===== config.mk =====
export PLATFORM = sky130hd
export DESIGN_NAME = lc4_ctrl
export DESIGN_NICKNAME = d
export VERILOG_FILES = /design/src/sv/lc4_instruction_execute_defines.svh /design/src/sv/lc4_pkg.sv /design/src/sv/lc4_ctrl.sv
export SDC_FILE = /design/constraint.sdc
export NUM_CORES = 1
export LEC_CHECK = 0
export ABC_CLOCK_PERIOD_IN_PS = 1400
export BUFFER_PORTS_ARGS = -buffer_cell sky130_fd_sc_hd__buf_2
export CORE_AREA = 2 2 39 41
export DETAILED_ROUTE_END_ITERATION = 10
export DIE_AREA = 0 0 41 43
export PLACE_DENSITY = 0.4
export RECOVER_POWER = 25
export REMOVE_ABC_BUFFERS = 1
export SKIP_LAST_GASP = 1
export SLEW_MARGIN = 20
export SYNTH_ARGS = -nofsm -noshare
export SYNTH_HDL_FRONTEND = slang
export SYNTH_SLANG_ARGS = --single-unit

===== constraint.sdc =====
create_clock -name aclk -period 1.4 [get_ports aclk]
set_input_delay 0.21 -clock aclk [delete_from_list [all_inputs] [get_ports aclk]]
set_output_delay 0.21 -clock aclk [all_outputs]
set_load 0.02 [all_outputs]

===== src/sv/lc4_instruction_execute_defines.svh =====
// Assertion macros for the LC4 execute block
`ifndef LC4_INSTRUCTION_EXECUTE_DEFINES_SVH
`define LC4_INSTRUCTION_EXECUTE_DEFINES_SVH
`ifndef ASSERT_OFF
`define LC4_ASSERT_IMPL(label, clk, rst_n, ante, cons, msg) \
    label: assert property (@(posedge clk) disable iff (!rst_n) (ante) |-> (cons)) else $error(msg);
`define LC4_ASSERT_NEXT(label, clk, rst_n, ante, cons, msg) \
    label: assert property (@(posedge clk) disable iff (!rst_n) (ante) |=> (cons)) else $error(msg);
`else
`define LC4_ASSERT_IMPL(label, clk, rst_n, ante, cons, msg)
`define LC4_ASSERT_NEXT(label, clk, rst_n, ante, cons, msg)
`endif
`endif


===== src/sv/lc4_pkg.sv =====
package lc4_pkg;

    localparam logic [3:0] OP_BR      = 4'd0;
    localparam logic [3:0] OP_ARITH   = 4'd1;
    localparam logic [3:0] OP_CMP     = 4'd2;
    localparam logic [3:0] OP_JSR     = 4'd4;
    localparam logic [3:0] OP_LOGIC   = 4'd5;
    localparam logic [3:0] OP_LDR     = 4'd6;
    localparam logic [3:0] OP_STR     = 4'd7;
    localparam logic [3:0] OP_RTI     = 4'd8;
    localparam logic [3:0] OP_CONST   = 4'd9;
    localparam logic [3:0] OP_SHIFT   = 4'd10;
    localparam logic [3:0] OP_JMP     = 4'd12;
    localparam logic [3:0] OP_HICONST = 4'd13;
    localparam logic [3:0] OP_TRAP    = 4'd15;

    localparam logic [2:0] NZP_N = 3'h4;
    localparam logic [2:0] NZP_Z = 3'h2;
    localparam logic [2:0] NZP_P = 3'h1;

    localparam logic [15:0] USER_CODE_TOP = 16'h1FFF;
    localparam logic [15:0] USER_DATA_LO  = 16'h2000;
    localparam logic [15:0] USER_DATA_HI  = 16'h7FFF;
    localparam logic [15:0] OS_CODE_LO    = 16'h8000;
    localparam logic [15:0] OS_CODE_HI    = 16'h9FFF;

    typedef enum logic [2:0] {
        ST_IDLE,
        ST_EXEC,
        ST_DIV,
        ST_MEM,
        ST_DONE
    } ctrl_state_t;

    // controller -> datapath
    typedef struct packed {
        logic load;
        logic exec;
        logic div_start;
        logic div_step;
        logic div_finish;
        logic mem_finish;
    } dp_cmd_t;

    // datapath -> controller
    typedef struct packed {
        logic need_div;
        logic need_mem;
        logic div_last;
    } dp_status_t;

    function automatic logic [2:0] flags_of(input logic [15:0] v);
        if (v == 16'd0) begin
            return NZP_Z;
        end
        return v[15] ? NZP_N : NZP_P;
    endfunction

endpackage


===== src/sv/lc4_ctrl.sv =====
module lc4_ctrl
    import lc4_pkg::*;
(
    input  logic       aclk,
    input  logic       aresetn,
    input  logic       req_valid,
    output logic       req_ready,
    output logic       res_valid,
    input  logic       res_ready,
    input  dp_status_t status,
    output dp_cmd_t    cmd
);

    ctrl_state_t state_reg, state_next;

    // advance state
    always_ff @(posedge aclk) begin
        if (!aresetn) begin
            state_reg <= ST_IDLE;
        end else begin
            state_reg <= state_next;
        end
    end

    // next state
    always_comb begin
        state_next = state_reg;
        case (state_reg)
            ST_IDLE: if (req_valid) state_next = ST_EXEC;
            ST_EXEC: begin
                if (status.need_div) state_next = ST_DIV;
                else if (status.need_mem) state_next = ST_MEM;
                else state_next = ST_DONE;
            end
            ST_DIV: if (status.div_last) state_next = ST_DONE;
            ST_MEM: state_next = ST_DONE;
            ST_DONE: if (res_ready) state_next = ST_IDLE;
            default: state_next = ST_IDLE;
        endcase
    end

    // outputs
    always_comb begin
        cmd = '0;
        req_ready = 1'b0;
        res_valid = 1'b0;
        case (state_reg)
            ST_IDLE: begin
                req_ready = 1'b1;
                cmd.load = req_valid;
            end
            ST_EXEC: begin
                cmd.exec = 1'b1;
                cmd.div_start = status.need_div;
            end
            ST_DIV: begin
                cmd.div_step = 1'b1;
                cmd.div_finish = status.div_last;
            end
            ST_MEM: cmd.mem_finish = 1'b1;
            ST_DONE: res_valid = 1'b1;
            default: ;
        endcase
    end

endmodule


==> results of run 1 <==
==> cell usage after synthesis <==
library cell / count / area share, %
nor3b_1: 3 / 8.6
inv_1: 2 / 2.9
nor3b_2: 2 / 9.5
and3b_2: 1 / 3.8
dfxtp_1: 3 / 23
mux2i_1: 1 / 3.8
a21oi_1: 2 / 3.8
nor4b_2: 1 / 5.7
buf_6: 2 / 8.6
a221oi_2: 1 / 5.7
o21ba_2: 1 / 3.8
o21bai_1: 1 / 2.9
nor3_1: 2 / 3.8
a31oi_1: 1 / 2.4
and2_1: 3 / 7.1
and3_1: 1 / 2.4
nor2_2: 1 / 2.4
==> layer usage <==
metal	routed length, µm	vias to the layer above
met4	0	0
met5	0	-
li1	-	138
met1	282	115
met3	39	0
met2	287	9
==> worst max-delay path, cell delays in order (launching register included) <==
cell and delay [ps]:
dfxtp_4 350, buf_4 160, nor2_4 100, and3_1 160, buf_4 130
==> kinds of logic (layout without fill, tap and decap cells) <==
group           Yosys count  after routing
simple gates             14             14
compound gates            6              6
buf+inv                   4             22
flops                     3              3
mux                       1              1
==> repair_timing <==
item | 4_1_cts | 5_1_grt
endpoints found under the setup margin | 4 | 5
resized for setup | 6 | 4
pin swaps | 1 | 0
setup buffers | 0 | 0
==> metrics by stage <==
stage | utilization [%] | instances | setup WS [ps] | power (mW) | hold slack (ps)
after floorplan | - | 26 | -96.4 | 0.360 | 393
after global placement | 25.0 | 58 | 170 | 0.477 | 516
after detailed placement | 25.0 | 58 | 162 | 0.473 | 521
after CTS | 28.3 | 62 | 29.9 | 0.665 | 268
after global routing | 29.2 | 62 | -21.9 | 0.719 | 278
final | 29.2 | 62 | 54.5 | 0.659 | 269
==> area by class of cell <==
cell class | count | area share [%]
Timing Repair Buffer | 16 | 22.3
Inverter | 2 | 1.86
Clock buffer | 4 | 6.50
Tap cell | 16 | 4.95
Multi-Input combinational cell | 21 | 48.0
Sequential cell | 3 | 16.4
==> worst paths after layout <==
kind                                     end    startpoint  slack [ps]  cells after the start
worst min-delay path            state_reg[2]       aresetn         270                      3
worst max register to register  state_reg[2]  state_reg[1]         260                      3
worst max-delay path                  cmd[1]  state_reg[0]          50                      4
worst min register to register  state_reg[1]  state_reg[2]         560                      1
==> power groups by stage <==
stage          registers [mW]  clock network [mW]  logic (mW)
2_1_floorplan           0.148                   0       0.212
3_3_place_gp            0.156                   0       0.322
3_5_place_dp            0.155                   0       0.318
4_1_cts                 0.169               0.155       0.341
5_1_grt                 0.181               0.164       0.374
6_report                0.172               0.146       0.341
==> impl_metrics.yaml, run 1 <==
sta:
  finalCritPeriodShare_pct: 96.1
  setup-tns-final_ps: 0
  grt_setup_unrepaired: "true"
  hold_viol_final: 0
  tightest_slew_ps: 237
  finalClockSkew_ps: 0.846
  slew_headroom_pct: 84.2
  max_freq_mhz: 743
  setup_viol: 0
  post-route-min-period_ps: 1350
  drv_slew: 0
die:
  boundaryPins: 15
  fp.dieH_um: 43
  dieArea_um2: 1760
  start_util_pct: 19.0
  row_count: 14
  core_um2: 1380
  fp.dieW_um: 41
drt:
  routedWlPerCell_um: 9.82
  vias: 262
  drcViolationCount: 0
  postRouteAntennaNets: 0
  drtPass1Iterations: 1
  finalWirelength_um: 609
  viasPerCell: 4.23
  drt_iter0_drc: 0
logic_synthesis:
  ys_seq_area_share_pct: 22.9
  synthMuxAreaShare_pct: 3.81
  synth_fa_ha_area_share_pct: 0
  synth-simple-area-share_pct: 43.3
  ys.warnings.count: 0
  synth_top_family_by_area: "simple AND/OR/NAND/NOR gates"
  avgSynthCellArea_um2: 9.38
  syn_inst: 28
  yosysUniqueCellTypes: 17
  synth_compound_area_share_pct: 18.6
  synth-xor-area-share_pct: 0
  synth_seq_cells: 3
  syn_area_um2: 263
layout:
  area_growth_pct: 53.8
  multi_input_area_um2: 194
  largest_register_ffs: 3
  final_common_cell: "buf_2"
  final_cell_mix: "12 x buf_2, 4 x buf_4, 3 x and2_1, 3 x clkbuf_4"
  diodes: 0
  regArea_um2: 66.3
  design_area_um2: 404
  num-nets-final: 54
  n_fill_cell: 166
  drive_above_1_share_pct: 67.4
placed_design:
  port_buffers: 14
  placed_area_um2: 345
  gp_congestion: 0.629
  hpwl_um: 482
critical_path:
  worstPathRequired_ps: 1190
  crit_fanout: 6
  crit_path_start_kind: "flop"
  critPathKind: "reg -> out"
  cp-end-kind: "output pin"
  worstPathArrival_ps: 1140
global_routing:
  grt_use_met3_pct: 3.14
  grt.total_usage_pct: 8.43
  grt_pass1_wl_um: 959
  grt_max_degree: 12
  antenna_found_initial: 0
  gr-max-usage-layer: "met1"
  grtUsageMet1_pct: 12.2
  grt_overflow_total: 0
  met2_usage_pct: 8.75
  grt_pass1_vias: 233
power:
  switching_power_uw: 271
  swShare_pct: 41.1
  power_frac_comb_pct: 51.7
  internal_power_uw: 389
  power_density_nw_per_um2: 1630
  vdd_drop_max_mv: 0.665
  p_clk_share_pct: 22.1
  seq_power_share_pct: 26.1
  p_leak_nw: 0.185
hold_path:
  hp-class: "in -> reg"
clocking:
  worst_skew_pair.late_latency_ps: 230
  cts_buffer_depth: 2
  cts_tree: "yes"
  cts.hold.buffers_added: 0
  clkSlewWorstSetupHoldPaths_ps: 30
  htree_levels: 1
  cts_buffers: 3
  clock_sinks: 3
  clock-root-buffer: "clkbuf_4"
job:
  drv_cap: 0
status:
  status: "finished, final reports clean"
(Power assumes the default switching activity.)
==> run 2, diff against run 1 <==
ABC_AREA = 1   (was default)
CORE_AREA = 10 10 47 49   (was 2 2 39 41)
DIE_AREA = 0 0 57 59   (was 0 0 41 43)
PLACE_DENSITY = 0.39   (was 0.4)
==> impl_metrics.yaml, run 2 <==
sta:
  post-route-min-period_ps: 1330
  setup_viol: 0
  setup_slack_ps: 67.0
  finalCritPeriodShare_pct: 95.2
  finalClockSkew_ps: 5.48
  hold_viol_final: 0
  tightest_slew_ps: 145
  max_freq_mhz: 750
  slew_headroom_pct: 90.2
  drv_slew: 0
drt:
  drcViolationCount: 0
  vias: 286
  drtPass1Iterations: 4
  viasPerCell: 3.81
  postRouteAntennaNets: 0
  finalWirelength_um: 705
  drt_iter0_drc: 11
  routedWlPerCell_um: 9.40
hold_path:
  whs_path_depth: 2
  hp-class: "in -> reg"
  min_from: "aresetn"
  holdPathEnd: "state_reg[1]"
critical_path:
  critPathKind: "reg -> out"
  worstPathArrival_ps: 1120
  worstPathRequired_ps: 1190
  crit_fanout: 4
  crit_path_start_kind: "flop"
  reg2reg_to: "state_reg[0]"
  timing.rr.start: "state_reg[0]"
  regToRegSetupSlack_ps: 380
  r2r_cells: 6
  cp-end-kind: "output pin"
die:
  dieArea_um2: 3360
  fp.dieH_um: 59
  row_count: 14
  boundaryPins: 15
  fp.dieW_um: 57
  start_util_pct: 17.3
  core_um2: 1400
power:
  p_leak_nw: 0.219
  power_frac_comb_pct: 60.4
  internal_power_uw: 406
  switching_power_uw: 398
  swShare_pct: 49.5
  power_density_nw_per_um2: 2120
  vdd_drop_max_mv: 0.637
  seq_power_share_pct: 20.7
  p_clk_share_pct: 18.8
logic_synthesis:
  yosys.area.top_type: "dfxtp_1"
  syn_inst: 40
  synth-edff-count: 0
  synth_seq_cells: 3
  synth_ff_type: "dfxtp_1"
  synthTopCellsByArea: "dfxtp_1 25%, inv_1 17%, nand3_2 16%"
  avgSynthCellArea_um2: 6.07
  async_reset_ff_share_pct: 0
  syn_area_um2: 243
  yosysUniqueCellTypes: 11
  yosysMostFrequentCell: "inv_1"
  synthTopCellsByCount: "11 x inv_1, 8 x nor2_1, 4 x nand2_1, 4 x nand3_2, 3 x dfxtp_1"
  ys.warnings.count: 0
  ys_seq_area_share_pct: 24.7
  synth_top_area_share_pct: 24.7
global_routing:
  grt.total_usage_pct: 4.05
  grt_pass1_wl_um: 1090
  grt_overflow_total: 0
  antenna_found_initial: 0
  grt_max_degree: 7
  grt_pass1_vias: 294
clocking:
  clkSlewWorstSetupHoldPaths_ps: 40
  cts_buffers: 3
  worst_skew_pair.late_latency_ps: 230
  cts.hold.buffers_added: 0
  htree_levels: 1
  cts_buffer_depth: 2
  clock-root-buffer: "clkbuf_4"
  cts_tree: "yes"
  clock_sinks: 3
layout:
  fin_util_pct: 27.1
  final_common_cell: "buf_2"
  final_cell_mix: "12 x buf_2, 10 x inv_1, 8 x nor2_1"
  area_growth_pct: 56.2
  n_fill_cell: 170
  drive_above_1_share_pct: 47.5
  num-nets-final: 67
  diodes: 0
  largest_register_ffs: 3
status:
  status: "finished, final reports clean"
job:
  drv_cap: 0
placed_design:
  hpwl_um: 592
  port_buffers: 14
  pre_cts_ws_ps: 252
  gp_congestion: 0.776
## run 2: cell count changes after synthesis, moves of 3 or more
cell	previous run	this run
nand3_2	0	4
and2_1	3	0
nor2_1	0	8
nand2_1	0	4
nor3b_1	3	0
inv_1	2	11
## run 2: timing repair
action,in CTS,in global routing
hold endpoints to repair,0,0
endpoints found under the setup margin,0,5
gates resized for setup,0,6
setup buffers,0,1
## run 2: layout make-up
cell class | instances | area [µm²] | area share (%)
tap | 16 | 20.0 | 5.28
inverter | 11 | 41.3 | 10.9
clock buffer | 4 | 26.3 | 6.93
multi-input combinational | 26 | 146 | 38.6
sequential | 3 | 62.6 | 16.5
timing repair buffer | 15 | 82.6 | 21.8
## run 2: power by group through the flow
| stage | Clock, mW | Combinational, mW | Sequential (mW) |
|---|---|---|---|
| after global routing | 0.168 | 0.549 | 0.173 |
| after global placement | 0 | 0.467 | 0.162 |
| after CTS | 0.155 | 0.462 | 0.161 |
| after detailed placement | 0 | 0.459 | 0.162 |
| final | 0.152 | 0.486 | 0.167 |
| after floorplan | 0 | 0.333 | 0.153 |
## run 2: worst max-delay path by stage
stage | start | end | slack, ps | cells past startpoint
2_1_floorplan | state_reg[1] | cmd[1] | 140 | 4
3_3_place_gp | state_reg[1] | cmd[1] | 250 | 5
3_5_place_dp | state_reg[1] | cmd[1] | 250 | 5
4_1_cts | state_reg[1] | cmd[1] | 0.3 | 5
5_1_grt | state_reg[1] | cmd[1] | -4 | 5
6_report | state_reg[1] | cmd[1] | 70 | 5
## run 2: cells by family after synthesis
| kind of cell | count (synthesis) | synth area share, % |
|---|---|---|
| simple gates | 23 | 51.0 |
| buf+inv | 11 | 17.0 |
| compound gates | 3 | 7.22 |
| flops | 3 | 24.7 |
## run 2: layer usage
metal | GRT usage (%) | part of all wire [%]
met2 | 6.36 | 46
met3 | 2.36 | 7.5
met1 | 3.89 | 47
met4 | 3.02 | 0
met5 | 0 | 0
## run 2: per-stage QoR
stage / std cells / hold WS, ps / area, µm² / setup TNS (ps) / power (mW)
after floorplan: 40 / 356 / 243 / 0 / 0.486
after global placement: 70 / 501 / 333 / 0 / 0.628
after detailed placement: 70 / 489 / 333 / 0 / 0.621
after CTS: 74 / 243 / 359 / 0 / 0.778
after global routing: 75 / 242 / 379 / -9.20 / 0.891
final: 75 / 248 / 379 / 0 / 0.804
## run 2: worst max-delay path, stage by stage, from the launching register on
cell     delay, ps
dfxtp_2        330
inv_1           70
nor2_2         150
inv_2           70
nor3_2         100
buf_4          160
==> run 3, diff against run 2 <==
--- a/config.mk
+++ b/config.mk
@@ -21 +21,2 @@
 export SYNTH_SLANG_ARGS = --single-unit
+export TNS_END_PERCENT = 5
==> constraint.sdc (replaced) <==
create_clock -name aclk -period 1.4 [get_ports aclk]
set_input_delay 0.07 -clock aclk [delete_from_list [all_inputs] [get_ports aclk]]
set_output_delay 0.07 -clock aclk [all_outputs]
set_load 0.02 [all_outputs]
==> impl_metrics.yaml, run 3 (synthesized netlist as in run 2, its figures left out) <==
placed_design:
  pre_cts_ws_ps: 392
  hpwl_um: 592
  port_buffers: 14
  gp_congestion: 0.776
clocking:
  clock_sinks: 3
  htree_levels: 1
  cts_resized: 0
  cts_buffer_depth: 2
  cts_buffers: 3
  cts_setup_buffers: 0
  worst_skew_pair.late_latency_ps: 230
  clkSlewWorstSetupHoldPaths_ps: 40
  cts_tree: "yes"
  cts.hold.buffers_added: 0
  clock-root-buffer: "clkbuf_4"
drt:
  routed.top_layer: "met3"
  postRouteAntennaNets: 0
  dr_wl_met3_um: 48
  vias: 277
  viasPerCell: 3.74
  drcViolationCount: 0
  m1WireLength_um: 334
  drt_iter0_drc: 12
  finalWirelength_um: 692
  wl_met2_um: 308
  drtPass1Iterations: 4
  routedWlPerCell_um: 9.35
critical_path:
  timing.rr.start: "state_reg[2]"
  cp-end-kind: "output pin"
  critPathKind: "reg -> out"
  crit_path_start_kind: "flop"
  worstPathRequired_ps: 1330
  r2r_cells: 5
  reg2reg_to: "state_reg[2]"
  crit_fanout: 4
  worstPathArrival_ps: 1180
  regToRegSetupSlack_ps: 400
sta:
  setup-tns-final_ps: 0
  setup_slack_ps: 154
  finalClockSkew_ps: 5.70
  holdWs_ps: 112
  finalCritPeriodShare_pct: 89.0
  tightest_slew_ps: 208
  hold_viol_final: 0
  slew_headroom_pct: 86.1
  setup_viol: 0
  post-route-min-period_ps: 1250
  drv_slew: 0
  max_freq_mhz: 803
  grt_setup_unrepaired: "false"
layout:
  drive_above_1_share_pct: 37.9
  final_cell_mix: "14 x buf_2, 11 x inv_1, 8 x nor2_1"
  largest_register_ffs: 3
  fin_util_pct: 25.3
  final_common_cell: "buf_2"
  n_fill_cell: 172
  num-nets-final: 66
  area_growth_pct: 45.9
  diodes: 0
die:
  core_um2: 1400
  start_util_pct: 17.3
  row_count: 14
  fp.dieH_um: 59
  boundaryPins: 15
  dieArea_um2: 3360
  fp.dieW_um: 57
power:
  power_density_nw_per_um2: 2120
  vdd_drop_max_mv: 0.613
  p_total_uw: 752
  p_leak_nw: 0.211
global_routing:
  antenna_found_initial: 0
  grt_pass1_vias: 294
  grt_overflow_total: 0
  grt.total_usage_pct: 4.05
  grt_pass1_wl_um: 1090
  grt_max_degree: 7
hold_path:
  min_from: "aresetn"
  holdPathEnd: "state_reg[1]"
  whs_path_depth: 2
  hp-class: "in -> reg"
job:
  drv_cap: 0
status:
  status: "finished, final reports clean"
==> run 3: cell count changes in the layout (fill, tap and decap cells not counted) <==
cell	before	now
buf_4	3	0
buf_2	12	14
dfxtp_1	1	3
dfxtp_2	2	0
inv_1	10	11
inv_2	1	0
nand3_1	2	3
nand3_2	4	3
nor3_1	1	2
nor3_2	1	0
o21ai_0	0	1
o21ai_1	2	1
==> run 3: worst max path at each step <==
stage          slack (ps)    startpoint      to
2_1_floorplan         280  state_reg[1]  cmd[1]
5_1_grt                40  state_reg[1]  cmd[1]
6_report              150  state_reg[1]  cmd[1]
3_3_place_gp          390  state_reg[1]  cmd[1]
4_1_cts               140  state_reg[1]  cmd[1]
3_5_place_dp          390  state_reg[1]  cmd[1]
==> run 3: area by class of cell <==
cell class / count / area, µm² / area share [%]
Multi-Input combinational cell: 26 / 136 / 38.5
Sequential cell: 3 / 60.1 / 17.0
Clock buffer: 4 / 26.3 / 7.42
Inverter: 11 / 41.3 / 11.7
Timing Repair Buffer: 14 / 70.1 / 19.8
Tap cell: 16 / 20.0 / 5.65
==> run 3: routing by layer <==
layer	global-route usage (%)	up-vias
li1	-	159
met1	3.89	107
met2	6.36	11
met3	2.36	0
met4	3.02	0
met5	0	-
==> run 3: critical path: stages, from the launching register on <==
cell and delay (ps):
dfxtp_1 350, inv_1 70, nor2_2 110, inv_1 90, nor3_1 130, buf_2 190
==> run 3: through the flow <==
step,std cells,area [µm²]
global route,74,354
CTS,74,359
finish,74,354
detailed placement,70,333
floorplan,40,243
global placement,70,333
==> run 3: report_power, final <==
part | leakage [nW] | switching [mW] | internal [mW]
combinational | 0.171 | 0.298 | 0.147
clock | 0.0150 | 0.0445 | 0.107
sequential | 0.0247 | 0.0381 | 0.118
